### src/hdl/g1sre_pkg.sv
// Package with shared types, constants and unit tables of the step range encoder.
`timescale 1ns / 1ps

package g1sre_pkg;

    // Default width of the start and end step fields.
    localparam int STEP_BITS = 24;
    // Width of a unit length in seconds (largest is 2592000).
    localparam int MULT_W = 22;
    // Remainder width: holds 65535 times the longest unit.
    localparam int REM_W = 38;
    localparam int QUOT_W = 16;
    localparam int LIST_LEN = 10;
    localparam int LONG_LIMIT_SEC = 918000;
    localparam logic [7:0] CUR_ALIAS = 8'd254;
    localparam logic [7:0] CUR_ALIAS_TO = 8'd15;
    localparam logic [3:0] HOUR_UNIT = 4'd1;

    // Status codes.
    localparam logic [1:0] ST_OK = 2'd0;
    localparam logic [1:0] ST_NOFIT = 2'd1;
    localparam logic [1:0] ST_UNDEF = 2'd2;

    typedef struct packed {
        logic       load;
        logic       mul;
        logic       search_start;
        logic       search_wide;
        logic       search_use_end;
        logic       next_cand;
        logic       div_init;
        logic       div_step;
        logic       set_kind;
        logic [1:0] kind;
        logic       out_load;
    } dp_cmd_t;

    typedef struct packed {
        logic zero;
        logic undef;
        logic force_wide;
        logic eq;
        logic gm;
        logic inst;
        logic wide;
        logic range_ok;
        logic div_last;
        logic fit;
        logic last_cand;
    } dp_stat_t;

    // Seconds per step unit code; zero marks an undefined code.
    function automatic logic [MULT_W-1:0] step_secs(input logic [3:0] code);
        logic [MULT_W-1:0] r;
        unique case (code)
            4'd0:    r = MULT_W'(60);
            4'd1:    r = MULT_W'(3600);
            4'd2:    r = MULT_W'(86400);
            4'd3:    r = MULT_W'(2592000);
            4'd10:   r = MULT_W'(10800);
            4'd11:   r = MULT_W'(21600);
            4'd12:   r = MULT_W'(43200);
            4'd13:   r = MULT_W'(1);
            4'd14:   r = MULT_W'(900);
            4'd15:   r = MULT_W'(1800);
            default: r = '0;
        endcase
        return r;
    endfunction

    // Seconds per header unit code.
    function automatic logic [MULT_W-1:0] hdr_secs(input logic [3:0] code);
        logic [MULT_W-1:0] r;
        unique case (code)
            4'd0:    r = MULT_W'(60);
            4'd1:    r = MULT_W'(3600);
            4'd2:    r = MULT_W'(86400);
            4'd3:    r = MULT_W'(2592000);
            4'd10:   r = MULT_W'(10800);
            4'd11:   r = MULT_W'(21600);
            4'd12:   r = MULT_W'(43200);
            4'd13:   r = MULT_W'(900);
            4'd14:   r = MULT_W'(1800);
            4'd15:   r = MULT_W'(1);
            default: r = '0;
        endcase
        return r;
    endfunction

    // Candidate unit list entry.
    function automatic logic [3:0] cand_unit(input logic [3:0] idx);
        logic [3:0] r;
        unique case (idx)
            4'd0:    r = 4'd1;
            4'd1:    r = 4'd0;
            4'd2:    r = 4'd10;
            4'd3:    r = 4'd11;
            4'd4:    r = 4'd12;
            4'd5:    r = 4'd2;
            4'd6:    r = 4'd0;
            4'd7:    r = 4'd13;
            4'd8:    r = 4'd14;
            4'd9:    r = 4'd15;
            default: r = 4'd0;
        endcase
        return r;
    endfunction

    // First list position holding the current unit, or zero when absent.
    function automatic logic [3:0] cand_pos(input logic [7:0] cur);
        logic [3:0] r;
        unique case (cur)
            8'd1:    r = 4'd0;
            8'd0:    r = 4'd1;
            8'd10:   r = 4'd2;
            8'd11:   r = 4'd3;
            8'd12:   r = 4'd4;
            8'd2:    r = 4'd5;
            8'd13:   r = 4'd7;
            8'd14:   r = 4'd8;
            8'd15:   r = 4'd9;
            default: r = 4'd0;
        endcase
        return r;
    endfunction

endpackage

### src/hdl/grib1_step_range_encoder.sv
// Top level of the step range encoder: controller plus datapath.
`timescale 1ns / 1ps

// Usage:
// Input items arrive on a valid/ready channel (in_valid, in_ready); one
// transaction carries start and end step, step unit, current header unit,
// the instant flag and the indicator-ten flag. Each item yields exactly one
// result transaction on out_valid/out_ready: status, P1, P2, unit code and
// the sixteen-bit-form flag. The compatibility mode register is written through
// cfg_wr_en/cfg_wr_data and should only change while the block is idle.
// Sequence: accept, multiply, decision, then the search. Items with both
// steps zero or an undefined step unit skip the search. A candidate unit
// whose range check fails is passed over; one that passes goes through
// check, the divider steps and evaluate. There are up to ten candidates
// per pass and at most two passes. One item is worked on at a time;
// the next item is accepted once the result sits in the output register,
// even if the receiver has not taken it yet. If the receiver stalls,
// the finished result holds and a second finished item waits in its
// final state. Reset clears the register to zero, empties the output
// register and returns the controller to idle.

module grib1_step_range_encoder #(
    parameter int STEP_BITS = g1sre_pkg::STEP_BITS
) (
    input  logic                 clk,
    input  logic                 rst_n,
    input  logic                 cfg_wr_en,
    input  logic                 cfg_wr_data,
    input  logic                 in_valid,
    output logic                 in_ready,
    input  logic [STEP_BITS-1:0] start_step,
    input  logic [STEP_BITS-1:0] end_step,
    input  logic [3:0]           step_unit_code,
    input  logic [7:0]           current_unit_code,
    input  logic                 is_instant,
    input  logic                 tri_is_ten,
    output logic                 out_valid,
    input  logic                 out_ready,
    output logic [1:0]           status,
    output logic [7:0]           p1_octet,
    output logic [7:0]           p2_octet,
    output logic [3:0]           unit_code,
    output logic                 tri_ten
);

    // Command and status bundles between the controller and the datapath.
    g1sre_pkg::dp_cmd_t  cmd;
    g1sre_pkg::dp_stat_t stat;

    g1sre_ctrl u_ctrl (
        .clk       (clk),
        .rst_n     (rst_n),
        .in_valid  (in_valid),
        .in_ready  (in_ready),
        .out_valid (out_valid),
        .out_ready (out_ready),
        .stat      (stat),
        .cmd       (cmd)
    );

    g1sre_datapath #(
        .STEP_BITS (STEP_BITS)
    ) u_datapath (
        .clk               (clk),
        .rst_n             (rst_n),
        .cmd               (cmd),
        .stat              (stat),
        .cfg_wr_en         (cfg_wr_en),
        .cfg_wr_data       (cfg_wr_data),
        .start_step        (start_step),
        .end_step          (end_step),
        .step_unit_code    (step_unit_code),
        .current_unit_code (current_unit_code),
        .is_instant        (is_instant),
        .tri_is_ten        (tri_is_ten),
        .status            (status),
        .p1_octet          (p1_octet),
        .p2_octet          (p2_octet),
        .unit_code         (unit_code),
        .tri_ten           (tri_ten)
    );

endmodule

### src/hdl/g1sre_datapath.sv
// Datapath: item registers, step multipliers, unit search and shift-subtract divider.
`timescale 1ns / 1ps

module g1sre_datapath #(
    parameter int STEP_BITS = g1sre_pkg::STEP_BITS
) (
    input  logic                     clk,
    input  logic                     rst_n,
    input  g1sre_pkg::dp_cmd_t       cmd,
    output g1sre_pkg::dp_stat_t      stat,
    input  logic                     cfg_wr_en,
    input  logic                     cfg_wr_data,
    input  logic [STEP_BITS-1:0]     start_step,
    input  logic [STEP_BITS-1:0]     end_step,
    input  logic [3:0]               step_unit_code,
    input  logic [7:0]               current_unit_code,
    input  logic                     is_instant,
    input  logic                     tri_is_ten,
    output logic [1:0]               status,
    output logic [7:0]               p1_octet,
    output logic [7:0]               p2_octet,
    output logic [3:0]               unit_code,
    output logic                     tri_ten
);

    localparam int MULT_W = g1sre_pkg::MULT_W;
    localparam int REM_W = g1sre_pkg::REM_W;
    localparam int QUOT_W = g1sre_pkg::QUOT_W;
    localparam int SEC_W = STEP_BITS + MULT_W;
    localparam int CMP_W = (SEC_W > REM_W) ? SEC_W : REM_W;

    logic                 gm_reg;
    logic [STEP_BITS-1:0] start_reg;
    logic [STEP_BITS-1:0] end_reg;
    logic [3:0]           su_reg;
    logic [7:0]           cur_reg;
    logic                 inst_reg;
    logic                 tri_reg;
    logic [SEC_W-1:0]     s_sec_reg;
    logic [SEC_W-1:0]     e_sec_reg;
    logic [SEC_W-1:0]     a_sec_reg;
    logic                 wide_reg;
    logic [3:0]           k_reg;
    logic [REM_W-1:0]     rem_a_reg;
    logic [REM_W-1:0]     rem_b_reg;
    logic [REM_W-1:0]     div_reg;
    logic [QUOT_W-1:0]    q_a_reg;
    logic [QUOT_W-1:0]    q_b_reg;
    logic [3:0]           cnt_reg;
    logic [1:0]           kind_reg;

    logic [MULT_W-1:0]    mult;
    logic [MULT_W-1:0]    d;
    logic [REM_W-1:0]     lim_d;
    logic [4:0]           idx_sum;
    logic [3:0]           idx;
    logic [3:0]           unit;
    logic                 a_in_range;
    logic                 e_in_range;
    logic                 is_zero;

    always_ff @(posedge clk or negedge rst_n)
    begin
        if (!rst_n)
        begin
            gm_reg <= 1'b0;
        end
        else if (cfg_wr_en)
        begin
            gm_reg <= cfg_wr_data;
        end
    end

    assign mult = g1sre_pkg::step_secs(su_reg);
    assign is_zero = (start_reg == '0) && (end_reg == '0);

    // Candidate zero is hours; the rest walk the list from the current unit.
    always_comb
    begin
        idx_sum = 5'({1'b0, g1sre_pkg::cand_pos(cur_reg)}) + 5'({1'b0, k_reg}) - 5'd1;
        if (idx_sum >= 5'(g1sre_pkg::LIST_LEN))
        begin
            idx = 4'(idx_sum - 5'(g1sre_pkg::LIST_LEN));
        end
        else
        begin
            idx = idx_sum[3:0];
        end
        unit = (k_reg == 4'd0) ? g1sre_pkg::HOUR_UNIT : g1sre_pkg::cand_unit(idx);
        d = g1sre_pkg::hdr_secs(unit);
        if (wide_reg)
        begin
            lim_d = REM_W'({d, 16'h0000}) - REM_W'(d);
        end
        else
        begin
            lim_d = REM_W'({d, 8'h00}) - REM_W'(d);
        end
        a_in_range = CMP_W'(a_sec_reg) <= CMP_W'(lim_d);
        e_in_range = CMP_W'(e_sec_reg) <= CMP_W'(lim_d);
    end

    always_comb
    begin
        stat.zero = is_zero;
        stat.undef = (mult == '0);
        stat.force_wide = tri_reg
            || (gm_reg && inst_reg
                && ((s_sec_reg > SEC_W'(g1sre_pkg::LONG_LIMIT_SEC))
                    || (e_sec_reg > SEC_W'(g1sre_pkg::LONG_LIMIT_SEC))));
        stat.eq = (start_reg == end_reg);
        stat.gm = gm_reg;
        stat.inst = inst_reg;
        stat.wide = wide_reg;
        stat.range_ok = a_in_range && (inst_reg || e_in_range);
        stat.div_last = (cnt_reg == 4'd0);
        stat.fit = (rem_a_reg == '0) && (inst_reg || (rem_b_reg == '0));
        stat.last_cand = (k_reg == 4'(g1sre_pkg::LIST_LEN - 1));
    end

    always_ff @(posedge clk)
    begin
        if (cmd.load)
        begin
            start_reg <= start_step;
            end_reg <= end_step;
            su_reg <= step_unit_code;
            cur_reg <= (current_unit_code == g1sre_pkg::CUR_ALIAS)
                       ? g1sre_pkg::CUR_ALIAS_TO : current_unit_code;
            inst_reg <= is_instant;
            tri_reg <= tri_is_ten;
        end
        if (cmd.mul)
        begin
            s_sec_reg <= SEC_W'(start_reg) * SEC_W'(mult);
            e_sec_reg <= SEC_W'(end_reg) * SEC_W'(mult);
        end
        if (cmd.search_start)
        begin
            wide_reg <= cmd.search_wide;
            a_sec_reg <= cmd.search_use_end ? e_sec_reg : s_sec_reg;
            k_reg <= 4'd0;
        end
        else if (cmd.next_cand)
        begin
            k_reg <= k_reg + 4'd1;
        end
        if (cmd.div_init)
        begin
            rem_a_reg <= REM_W'(a_sec_reg);
            rem_b_reg <= REM_W'(e_sec_reg);
            div_reg <= REM_W'(d) << (QUOT_W - 1);
            cnt_reg <= 4'(QUOT_W - 1);
        end
        else if (cmd.div_step)
        begin
            if (rem_a_reg >= div_reg)
            begin
                rem_a_reg <= rem_a_reg - div_reg;
                q_a_reg <= {q_a_reg[QUOT_W-2:0], 1'b1};
            end
            else
            begin
                q_a_reg <= {q_a_reg[QUOT_W-2:0], 1'b0};
            end
            if (rem_b_reg >= div_reg)
            begin
                rem_b_reg <= rem_b_reg - div_reg;
                q_b_reg <= {q_b_reg[QUOT_W-2:0], 1'b1};
            end
            else
            begin
                q_b_reg <= {q_b_reg[QUOT_W-2:0], 1'b0};
            end
            div_reg <= div_reg >> 1;
            cnt_reg <= cnt_reg - 4'd1;
        end
        if (cmd.set_kind)
        begin
            kind_reg <= cmd.kind;
        end
        if (cmd.out_load)
        begin
            status <= kind_reg;
            if ((kind_reg == g1sre_pkg::ST_OK) && !is_zero)
            begin
                if (wide_reg)
                begin
                    p1_octet <= q_a_reg[15:8];
                    p2_octet <= q_a_reg[7:0];
                end
                else
                begin
                    p1_octet <= q_a_reg[7:0];
                    p2_octet <= inst_reg ? 8'h00 : q_b_reg[7:0];
                end
                unit_code <= unit;
                tri_ten <= wide_reg;
            end
            else
            begin
                p1_octet <= 8'h00;
                p2_octet <= 8'h00;
                unit_code <= cur_reg[3:0];
                tri_ten <= 1'b0;
            end
        end
    end

endmodule

### src/hdl/g1sre_ctrl.sv
// Controller state machine that sequences the unit search and the output handshake.
`timescale 1ns / 1ps

module g1sre_ctrl (
    input  logic                 clk,
    input  logic                 rst_n,
    input  logic                 in_valid,
    output logic                 in_ready,
    output logic                 out_valid,
    input  logic                 out_ready,
    input  g1sre_pkg::dp_stat_t  stat,
    output g1sre_pkg::dp_cmd_t   cmd
);

    localparam logic [2:0] S_IDLE = 3'd0;
    localparam logic [2:0] S_MUL = 3'd1;
    localparam logic [2:0] S_DECIDE = 3'd2;
    localparam logic [2:0] S_CHECK = 3'd3;
    localparam logic [2:0] S_DIV = 3'd4;
    localparam logic [2:0] S_EVAL = 3'd5;
    localparam logic [2:0] S_DONE = 3'd6;

    logic [2:0] state_reg;
    logic [2:0] state_next;
    logic       out_valid_reg;
    logic       out_valid_next;
    logic       fallback_ok;

    assign in_ready = (state_reg == S_IDLE);
    assign out_valid = out_valid_reg;
    assign fallback_ok = !stat.wide && (stat.inst || stat.gm) && (stat.eq || stat.gm);

    always_comb
    begin
        cmd = '0;
        state_next = state_reg;
        unique case (state_reg) inside
            S_IDLE:
            begin
                if (in_valid)
                begin
                    cmd.load = 1'b1;
                    state_next = S_MUL;
                end
            end
            S_MUL:
            begin
                cmd.mul = 1'b1;
                state_next = S_DECIDE;
            end
            S_DECIDE:
            begin
                state_next = S_DONE;
                if (stat.zero)
                begin
                    cmd.set_kind = 1'b1;
                    cmd.kind = g1sre_pkg::ST_OK;
                end
                else if (stat.undef)
                begin
                    cmd.set_kind = 1'b1;
                    cmd.kind = g1sre_pkg::ST_UNDEF;
                end
                else if (stat.force_wide && !(stat.eq || stat.gm))
                begin
                    cmd.set_kind = 1'b1;
                    cmd.kind = g1sre_pkg::ST_NOFIT;
                end
                else
                begin
                    cmd.search_start = 1'b1;
                    cmd.search_wide = stat.force_wide;
                    state_next = S_CHECK;
                end
            end
            S_CHECK, S_EVAL:
            begin
                if ((state_reg == S_CHECK) && stat.range_ok)
                begin
                    cmd.div_init = 1'b1;
                    state_next = S_DIV;
                end
                else if ((state_reg == S_EVAL) && stat.fit)
                begin
                    cmd.set_kind = 1'b1;
                    cmd.kind = g1sre_pkg::ST_OK;
                    state_next = S_DONE;
                end
                else if (!stat.last_cand)
                begin
                    cmd.next_cand = 1'b1;
                    state_next = S_CHECK;
                end
                else if (fallback_ok)
                begin
                    // The one-octet search failed: retry in sixteen-bit form on the end value.
                    cmd.search_start = 1'b1;
                    cmd.search_wide = 1'b1;
                    cmd.search_use_end = 1'b1;
                    state_next = S_CHECK;
                end
                else
                begin
                    cmd.set_kind = 1'b1;
                    cmd.kind = g1sre_pkg::ST_NOFIT;
                    state_next = S_DONE;
                end
            end
            S_DIV:
            begin
                cmd.div_step = 1'b1;
                if (stat.div_last)
                begin
                    state_next = S_EVAL;
                end
            end
            S_DONE:
            begin
                if (!out_valid_reg || out_ready)
                begin
                    cmd.out_load = 1'b1;
                    state_next = S_IDLE;
                end
            end
            default:
            begin
                state_next = S_IDLE;
            end
        endcase
    end

    always_comb
    begin
        out_valid_next = out_valid_reg;
        if (cmd.out_load)
        begin
            out_valid_next = 1'b1;
        end
        else if (out_ready)
        begin
            out_valid_next = 1'b0;
        end
    end

    always_ff @(posedge clk or negedge rst_n)
    begin
        if (!rst_n)
        begin
            state_reg <= S_IDLE;
            out_valid_reg <= 1'b0;
        end
        else
        begin
            state_reg <= state_next;
            out_valid_reg <= out_valid_next;
        end
    end

    // A result never overwrites one that is still waiting.
    a_no_overwrite: assert property (@(posedge clk) disable iff (!rst_n)
        cmd.out_load |-> (!out_valid_reg || out_ready))
        else $error("result overwritten while pending");

    // An accepted transaction always moves on to the multiply step.
    a_accept_mul: assert property (@(posedge clk) disable iff (!rst_n)
        (in_valid && in_ready) |=> (state_reg == S_MUL))
        else $error("accept did not start the multiply");

    // Divider start is always followed by division steps.
    a_div_follow: assert property (@(posedge clk) disable iff (!rst_n)
        cmd.div_init |=> (state_reg == S_DIV))
        else $error("divider started without steps");

    // A search begins only from the decision or search states.
    a_search_src: assert property (@(posedge clk) disable iff (!rst_n)
        cmd.search_start |-> (state_reg == S_DECIDE || state_reg == S_CHECK
                              || state_reg == S_EVAL))
        else $error("search started from wrong state");

endmodule
### config.mk
export PLATFORM = sky130hd
export DESIGN_NAME = grib1_step_range_encoder
export DESIGN_NICKNAME = d
export VERILOG_FILES = /design/src/hdl/g1sre_pkg.sv /design/src/hdl/grib1_step_range_encoder.sv /design/src/hdl/g1sre_datapath.sv /design/src/hdl/g1sre_ctrl.sv
export SDC_FILE = /design/constraint.sdc
export NUM_CORES = 2
export LEC_CHECK = 0
export ABC_AREA = 1
export BUFFER_PORTS_ARGS = -buffer_cell sky130_fd_sc_hd__clkbuf_2
export CAP_MARGIN = 20
export CORE_MARGIN = 2
export CORE_UTILIZATION = 45
export DETAILED_ROUTE_END_ITERATION = 7
export GPL_ROUTABILITY_DRIVEN = 1
export PLACE_DENSITY_LB_ADDON = 0.12
export RECOVER_POWER = 25
export SLEW_MARGIN = 30
export SYNTH_ARGS = -nofsm -noshare
export SYNTH_HDL_FRONTEND = slang
export SYNTH_SLANG_ARGS = --single-unit
### constraint.sdc
create_clock -name clk -period 17.1 [get_ports clk]
set_input_delay 2.565 -clock clk [delete_from_list [all_inputs] [get_ports clk]]
set_output_delay 2.565 -clock clk [all_outputs]
set_load 0.005 [all_outputs]
# [Word level (Yosys, flattened, before mapping)]
# Memory sizes are Yosys's and may differ from the RTL's. A register that Yosys moved wholly into a read port is not among the register bits.
# Cells that the tools add are included.
[word_totals] reg_bits=376 rom_bits=736 elab_cells=163 n_memories=4
[memory_table] name="(name not given)" words=16 width=19 rd=1 rd_ports_with_merged_regs=0 write_ports=0 line_no="g1sre_pkg.sv:74" source="unique case (code)"
[memory_table] name="(name not given)" words=16 width=19 rd=1 rd_ports_with_merged_regs=1 write_ports=0 line_no="g1sre_pkg.sv:55" source="unique case (code)"
[memory_table] name="(name not given)" words=16 width=4 rd=1 rd_ports_with_merged_regs=1 write_ports=0 line_no="g1sre_pkg.sv:112" source="unique case (cur)"
[memory_table] name="(name not given)" words=16 width=4 rd=1 rd_ports_with_merged_regs=0 write_ports=0 line_no="g1sre_pkg.sv:93" source="unique case (idx)"
[op_classes] addsub=9 multipliers=2 n_lt_le_gt_ge=7 eq_ne=12 muxes=60 n_bitwise=1 n_reduce_logical=41
[op_table] op="$mux W38" n=7
[op_table] op="$gt A46 B20 Y1 const B" n=2
[op_table] op="$le A46 B38 Y1" n=2
[op_table] op="$mul A24 B22 Y46" n=2
[op_table] op="$ge A38 B37 Y1" n=2
[op_table] op="$logic_not A38 Y1" n=2
[op_table] op="$sub A38 B37 Y38" n=2
[op_table] op="$mux W37" n=2
[op_table] op="$mux W3" n=20
[op_table] op="$logic_not A24 Y1" n=2
[op_table] op="$mux W46" n=1
[op_table] op="$sub A38 B22 Y38" n=1
[op_table] op="$mux W4" n=9
[op_table] op="$sub A30 B22 Y31" n=1
[op_table] op="$eq A24 B24 Y1" n=1
[op_table] op="$mux W8" n=3
[op_table] op="$logic_not A22 Y1" n=1
[op_table] op="$pmux W3 S6" n=1
[op_table] op="$logic_not A4 Y1" n=3
[op_table] op="$mux W1" n=12
[op_table] op="$logic_and A1 B1 Y1" n=11
[op_table] op="$eq A3 B3 Y1 const B" n=3
[op_table] op="$eq A8 B8 Y1 const B" n=1
[op_table] op="$reduce_bool A2 Y1" n=4
[op_table] op="21 further kinds" n=37

# [Depth between registers and ports, before layout]
# An unclocked memory read counts as a cell.
[logic_depth] ltp_word=19 mapped_depth=58

# [By module]
# Synthesis repeated with hierarchy kept, for this count alone.
[unflattened] cells_unflattened=6386 area_unflattened_um2=53965.5
[by_module_without_submodules] module="g1sre_datapath" instances=1 cells_each=6308 area_per_inst_um2=53521.3
[by_module_without_submodules] module="g1sre_ctrl" instances=1 cells_each=78 area_per_inst_um2=444.2

# [Worst setup path before layout]
# Ideal clock, no wire load.
[synth_path] path_type="register -> register" from="reg u_datapath.cur_reg[5]" to="reg u_datapath.rem_a_reg[0], enable pin" setup_ns=0.396 t_arrival_ns=7.975 t_required_ns=16.704 slack_ns=8.729 path_stages_with_launch=51 n_path_buf=2 path_cell_list="edfxtp_1 > nor4_1 > nand2_1 > ha_1 > inv_1 > ha_1 > fa_1 > inv_2 > ha_1 > nand2_1 > nand2_2 > nand3_2 > nand2_1 > nand2_2 > ha_1 > nand3_1 > nand3_2 > nand2_1 > [15 not listed] > ha_1 > nand2_1 > nor2_1 > a211oi_1 > o221a_2 > a21boi_0 > o21ai_0 > nand4_1 > nand3_1 > nand2_1 > nand2_1 > nand2_1 > nand2_1 > nand2_2 > nand3_4 > buf_4 > buf_2 > nand2_1"
[synth_via] elab_chain_cells=19 word_cells_on_any_way=23 cone_classes="add/sub: 5; order compare: 3; mux: 6; reduce/logical: 7; memory: 2"
[synth_rtl] item="start: declaration" line_no="g1sre_datapath.sv:36" source="logic [7:0] cur_reg;"
[synth_rtl] item="start signal: assignment" line_no="g1sre_datapath.sv:128" source="cur_reg <= (current_unit_code == g1sre_pkg::CUR_ALIAS)"
[synth_rtl] item="$logic_not A4 Y1 (*)" line_no="g1sre_pkg.sv:112"
[synth_rtl] item="$mux W4 (*)" line_no="g1sre_pkg.sv:112"
[synth_rtl] item="$add A4 B4 Y5 (*)" line_no="g1sre_datapath.sv:80" source="idx_sum = 5'({1'b0, g1sre_pkg::cand_pos(cur_reg)}) + 5'({1'b0, k_reg}) - 5'd1;"
[synth_rtl] item="$sub A5 B1 Y5 (*)" line_no="g1sre_datapath.sv:80"
[synth_rtl] item="$sub A4 B4 Y4 / $ge A5 B4 Y1 (equally long branches)" line_no="g1sre_datapath.sv:83, g1sre_datapath.sv:81"
[synth_rtl] item="$mux W4 (*)" line_no="g1sre_datapath.sv:81" source="if (idx_sum >= 5'(g1sre_pkg::LIST_LEN))"
[synth_rtl] item="$mem_v2 Z16 W4 (*)"
[synth_rtl] item="$mux W4 (*)" line_no="g1sre_datapath.sv:89" source="unit = (k_reg == 4'd0) ? g1sre_pkg::HOUR_UNIT : g1sre_pkg::cand_unit(idx);"
[synth_rtl] item="[3 not listed]"
[synth_rtl] item="$le A46 B38 Y1" line_no="g1sre_datapath.sv:100" source="e_in_range = CMP_W'(e_sec_reg) <= CMP_W'(lim_d);"
[synth_rtl] item="$logic_or A1 B1 Y1" line_no="g1sre_datapath.sv:115" source="stat.range_ok = a_in_range && (inst_reg || e_in_range);"
[synth_rtl] item="$logic_and A1 B1 Y1 (*)" line_no="g1sre_datapath.sv:115"
[synth_rtl] item="$logic_and A1 B1 Y1 (*)" line_no="g1sre_ctrl.sv:78" source="if ((state_reg == S_CHECK) && stat.range_ok)"
[synth_rtl] item="$mux W1 (*)" line_no="g1sre_ctrl.sv:78"
[synth_rtl] item="$mux W3 (*)" line_no="g1sre_ctrl.sv:37" source="unique case (state_reg) inside"
[synth_rtl] item="$reduce_bool A2 Y1 (no source line)"
[synth_rtl] item="$reduce_and A2 Y1 (no source line) (*)"
[synth_rtl] item="end signal: assignment" line_no="g1sre_datapath.sv:150" source="rem_a_reg <= REM_W'(a_sec_reg);"
[synth_rtl] item="end signal: assignment" line_no="g1sre_datapath.sv:159" source="rem_a_reg <= rem_a_reg - div_reg;"
[synth_rtl] item="end: declaration" line_no="g1sre_datapath.sv:44" source="logic [REM_W-1:0] rem_a_reg;"
# Every way passes the cells marked *; elsewhere a longest branch is shown, timed or not.
# A chain may end at the register's enable or synchronous reset.

# [Worst setup path in the final report]
[layout_path] from="reg u_datapath.cur_reg[4]" to="reg u_datapath.div_reg[33], data pin"
[layout_via] elab_chain_cells=18 word_cells_on_any_way=21 cone_classes="add/sub: 5; order compare: 3; mux: 7; reduce/logical: 4; memory: 2"
[layout_rtl] item="$logic_not A4 Y1 (*)" line_no="g1sre_pkg.sv:112"
[layout_rtl] item="$mux W4 (*)" line_no="g1sre_pkg.sv:112"
[layout_rtl] item="$add A4 B4 Y5 (*)" line_no="g1sre_datapath.sv:80"
[layout_rtl] item="$sub A5 B1 Y5 (*)" line_no="g1sre_datapath.sv:80"
[layout_rtl] item="$sub A4 B4 Y4 / $ge A5 B4 Y1 (equally long branches)" line_no="g1sre_datapath.sv:83, g1sre_datapath.sv:81"
[layout_rtl] item="$mux W4 (*)" line_no="g1sre_datapath.sv:81"
[layout_rtl] item="$mem_v2 Z16 W4 (*)"
[layout_rtl] item="$mux W4 (*)" line_no="g1sre_datapath.sv:89"
[layout_rtl] item="[2 not listed]"
[layout_rtl] item="$mux W38" line_no="g1sre_datapath.sv:91" source="if (wide_reg)"
[layout_rtl] item="$le A46 B38 Y1" line_no="g1sre_datapath.sv:100"
[layout_rtl] item="$logic_or A1 B1 Y1" line_no="g1sre_datapath.sv:115"
[layout_rtl] item="$logic_and A1 B1 Y1" line_no="g1sre_datapath.sv:115"
[layout_rtl] item="$logic_and A1 B1 Y1" line_no="g1sre_ctrl.sv:78"
[layout_rtl] item="$mux W1" line_no="g1sre_ctrl.sv:78"
[layout_rtl] item="$mux W3" line_no="g1sre_ctrl.sv:37"
[layout_rtl] item="$mux W37 (*)" line_no="g1sre_datapath.sv:148" source="if (cmd.div_init)"
[layout_rtl] item="end signal: assignment" line_no="g1sre_datapath.sv:152" source="div_reg <= REM_W'(d) << (QUOT_W - 1);"
[layout_rtl] item="end signal: assignment" line_no="g1sre_datapath.sv:175" source="div_reg <= div_reg >> 1;"
[layout_rtl] item="end: declaration" line_no="g1sre_datapath.sv:46" source="logic [REM_W-1:0] div_reg;"
# Marked as above.

==> summary.txt <==
Detailed routing
  – Remaining DRCs: 0
  – Post-Route WL: approximately 150,000 um
  – TritonRoute pass-1 iters: 5
  – Initial drt markers: 2,669
  – Via Count: approximately 40k
  – Final ANT Viol Nets: 0
  – Vias/cell: 5.10
  – Avg WL per Cell: ~19 um

Clock tree
  – CTS resizes: 0
  – TritonCTS clock tree: done
  – Worst-skew pair later-pin latency: 0.64 ns
  – Setup Fix Bufs, Post-CTS: 0
  – Clk slew on worst S/H paths: around 0.07 ns
  – TritonCTS Buffers: about 50
  – CTS Root Cell: clkbuf_16
  – Longest Clk Path Bufs: 3
  – # clock sinks: around 400
  – H-tree depth: 2
  – CTS Hold Buffers Added: 0

Global route
  – Number of global-route vias before repair: 41.7k
  – Grt ovf: 0
  – Initial antenna violation count: 0
  – Global-route wire length before repair: ~240,000 um
  – Largest net degree at the start of global routing: 81
  – Overall Global Routing Usage: between 20% and 30%

Setup path
  – Max FO, Critical Path: 80
  – CP Class: reg2reg
  – Slowest CP cell: buf_4
  – CP arrival: roughly 11 ns
  – CP peak stage delay: between 0.6 and 0.7 ns
  – R2R cell count: 47
  – CP Data Required Time: about 18 ns
  – CP Launch Type: flop
  – CP Capture Type: flop

Synth
  – Sequential area share after synthesis: between 20% and 30%
  – Top_reg_cell synth: edfxtp_1
  – Post-synth EDFFs: around 350
  – Synth area leader: fa_1
  – Unique cell type count in the Yosys netlist: 71
  – Yosys reg bits: between 300 and 400
  – Total number of yosys warnings: 0
  – Netlist Area Pre-Place: around 54,000 um^2
  – Synth area leaders: fa_1 28%, edfxtp_1 19%, ha_1 13%, inv_1 12%, nand2_1 9.3%
  – Post-synth ARST share: under 10%
  – Syn nets: 7,683
  – Gate Count Post-Synth: approximately 6.3k
  – Synth top area share: approximately 28%
  – Avg Inst Size Synth: approximately 8.5 um^2

Final layout
  – Area growth, synth to finish: 6.82%
  – Commonest cells after routing, fill and taps aside: 1,658 x inv_1, 1,334 x nand2_1, 741 x fa_1
  – Commonest non-fill, non-tap cell in the layout: inv_1
  – Share of cells above drive strength 1: roughly 6%
  – Design Area, Final: approximately 58,000 um^2
  – Final-stage net count: ~7.7k
  – Antenna diodes: 0

Placement
  – RD Place Congestion: about 0.95
  – DP Worst Slack: 6.75 ns
  – Port bufs: 92
  – Post-DP Area: between 50,000 and 60,000 um^2
  – Detailed Place HPWL: 123,000 um

Timing
  – Fin worst setup slack: roughly 6.6 ns
  – Setup total negative slack: 0 ns
  – Max Slew Vio Count: 156
  – Max Fclk: 95.1 MHz
  – Period utilization: between 60% and 70%
  – Final hold violations: 0
  – Worst slew pin tran: ~2.8 ns
  – RSZ-0062 raised after global routing: no
  – Min Tclk post-route: about 11 ns
  – Setup-failing EPs final: 0
  – Clock Skew: between 0.02 and 0.025 ns
  – Max transition margin: -88.3%

Status
  – Status: finished with violations
  – Failing checks: capacitance limit, slew limit

Floorplan
  – Die Ht: about 350 um
  – Area of the die: 123,000 um^2
  – Io pins: between 90 and 100
  – Rows: around 130
  – Starting Density: 45.2%
  – Chip width: between 300 and 400 um
  – Core area: between 100,000 and 150,000 um^2

Run
  – MaxCap Viol Count: 4

Hold path
  – HP Class: reg2reg
  – Hold Path Cell Cnt: 0
[path summary, 6_finish.rpt]
check	start	endpoint	slack [ns]
min reg2reg	u_datapath.q_b_reg[3]	u_datapath.q_b_reg[4]	0.45
max	u_datapath.cur_reg[4]	u_datapath.div_reg[33]	6.59
min in group asynchronous	rst_n	u_datapath.gm_reg	1.81
max in group asynchronous	rst_n	u_ctrl.out_valid	14.99
min	u_datapath.q_b_reg[3]	u_datapath.q_b_reg[4]	0.45
max reg2reg	u_datapath.cur_reg[4]	u_datapath.div_reg[33]	6.59
[routing by layer]
| metal | track usage (%) | vias up | wire (um) |
|---|---|---|---|
| met5 | 0 | - | 0 |
| met4 | 6.39 | 0 | 3850 |
| met3 | 2.91 | 172 | 7430 |
| met2 | 42.6 | 961 | 71700 |
| met1 | 36.2 | 20000 | 71200 |
| li1 | - | 19300 | - |
[through the flow]
| stage | cells | hold WS [ns] | utilization [%] |
|---|---|---|---|
| final | 7947 | 0.450 | 48.3 |
| after detailed placement | 7855 | 0.436 | 47.0 |
| after global placement | 7847 | 0.429 | 46.9 |
| after global routing | 7947 | 0.462 | 48.3 |
| after floorplan | 6314 | 0.427 | - |
| after CTS | 7941 | 0.451 | 48.2 |
[critical path: cells and delay by family, from the launching register on]
kind | cells | cell delay, ns
fa+ha+maj | 8 | 2.51
buf+inv | 9 | 2.10
simple gates | 21 | 3.73
flops | 1 | 0.37
compound gates | 9 | 1.42
[synthesized netlist by cell type (all sizes together) (78+ instances only)]
master,count
xor2,114
edfxtp,348
a21oi,243
nor2,169
fa,741
clkbuf,124
ha,560
nand2,1372
xnor2,78
buf,103
nand3,130
o21ai,245
inv,1691
[cell type report]
cell class / instances / area [um^2]
fill: 11700 / 61700
multi-input combinational: 3999 / 35200
sequential: 396 / 11500
inverter: 1692 / 6350
tap: 1612 / 2020
clock buffer: 57 / 1280
timing repair buffer: 162 / 1040
clock inverter: 29 / 263
[cells by family (layout without fill, tap and decap cells)]
family	count (synthesis)	in the layout	synth area share (%)
and+or+nand+nor	1866	1866	14.8
buffers and inverters	1919	1940	13.5
DFF	396	396	21.2
AOI/OAI and AO/OA	640	640	6.85
adders and majority gates	1301	1301	40.5
xor gates and xnor gates	192	192	3.12
Power is left out: the tool's default activity adds up to more than one toggle a clock period on the data nets, which glitch-free logic cannot reach.
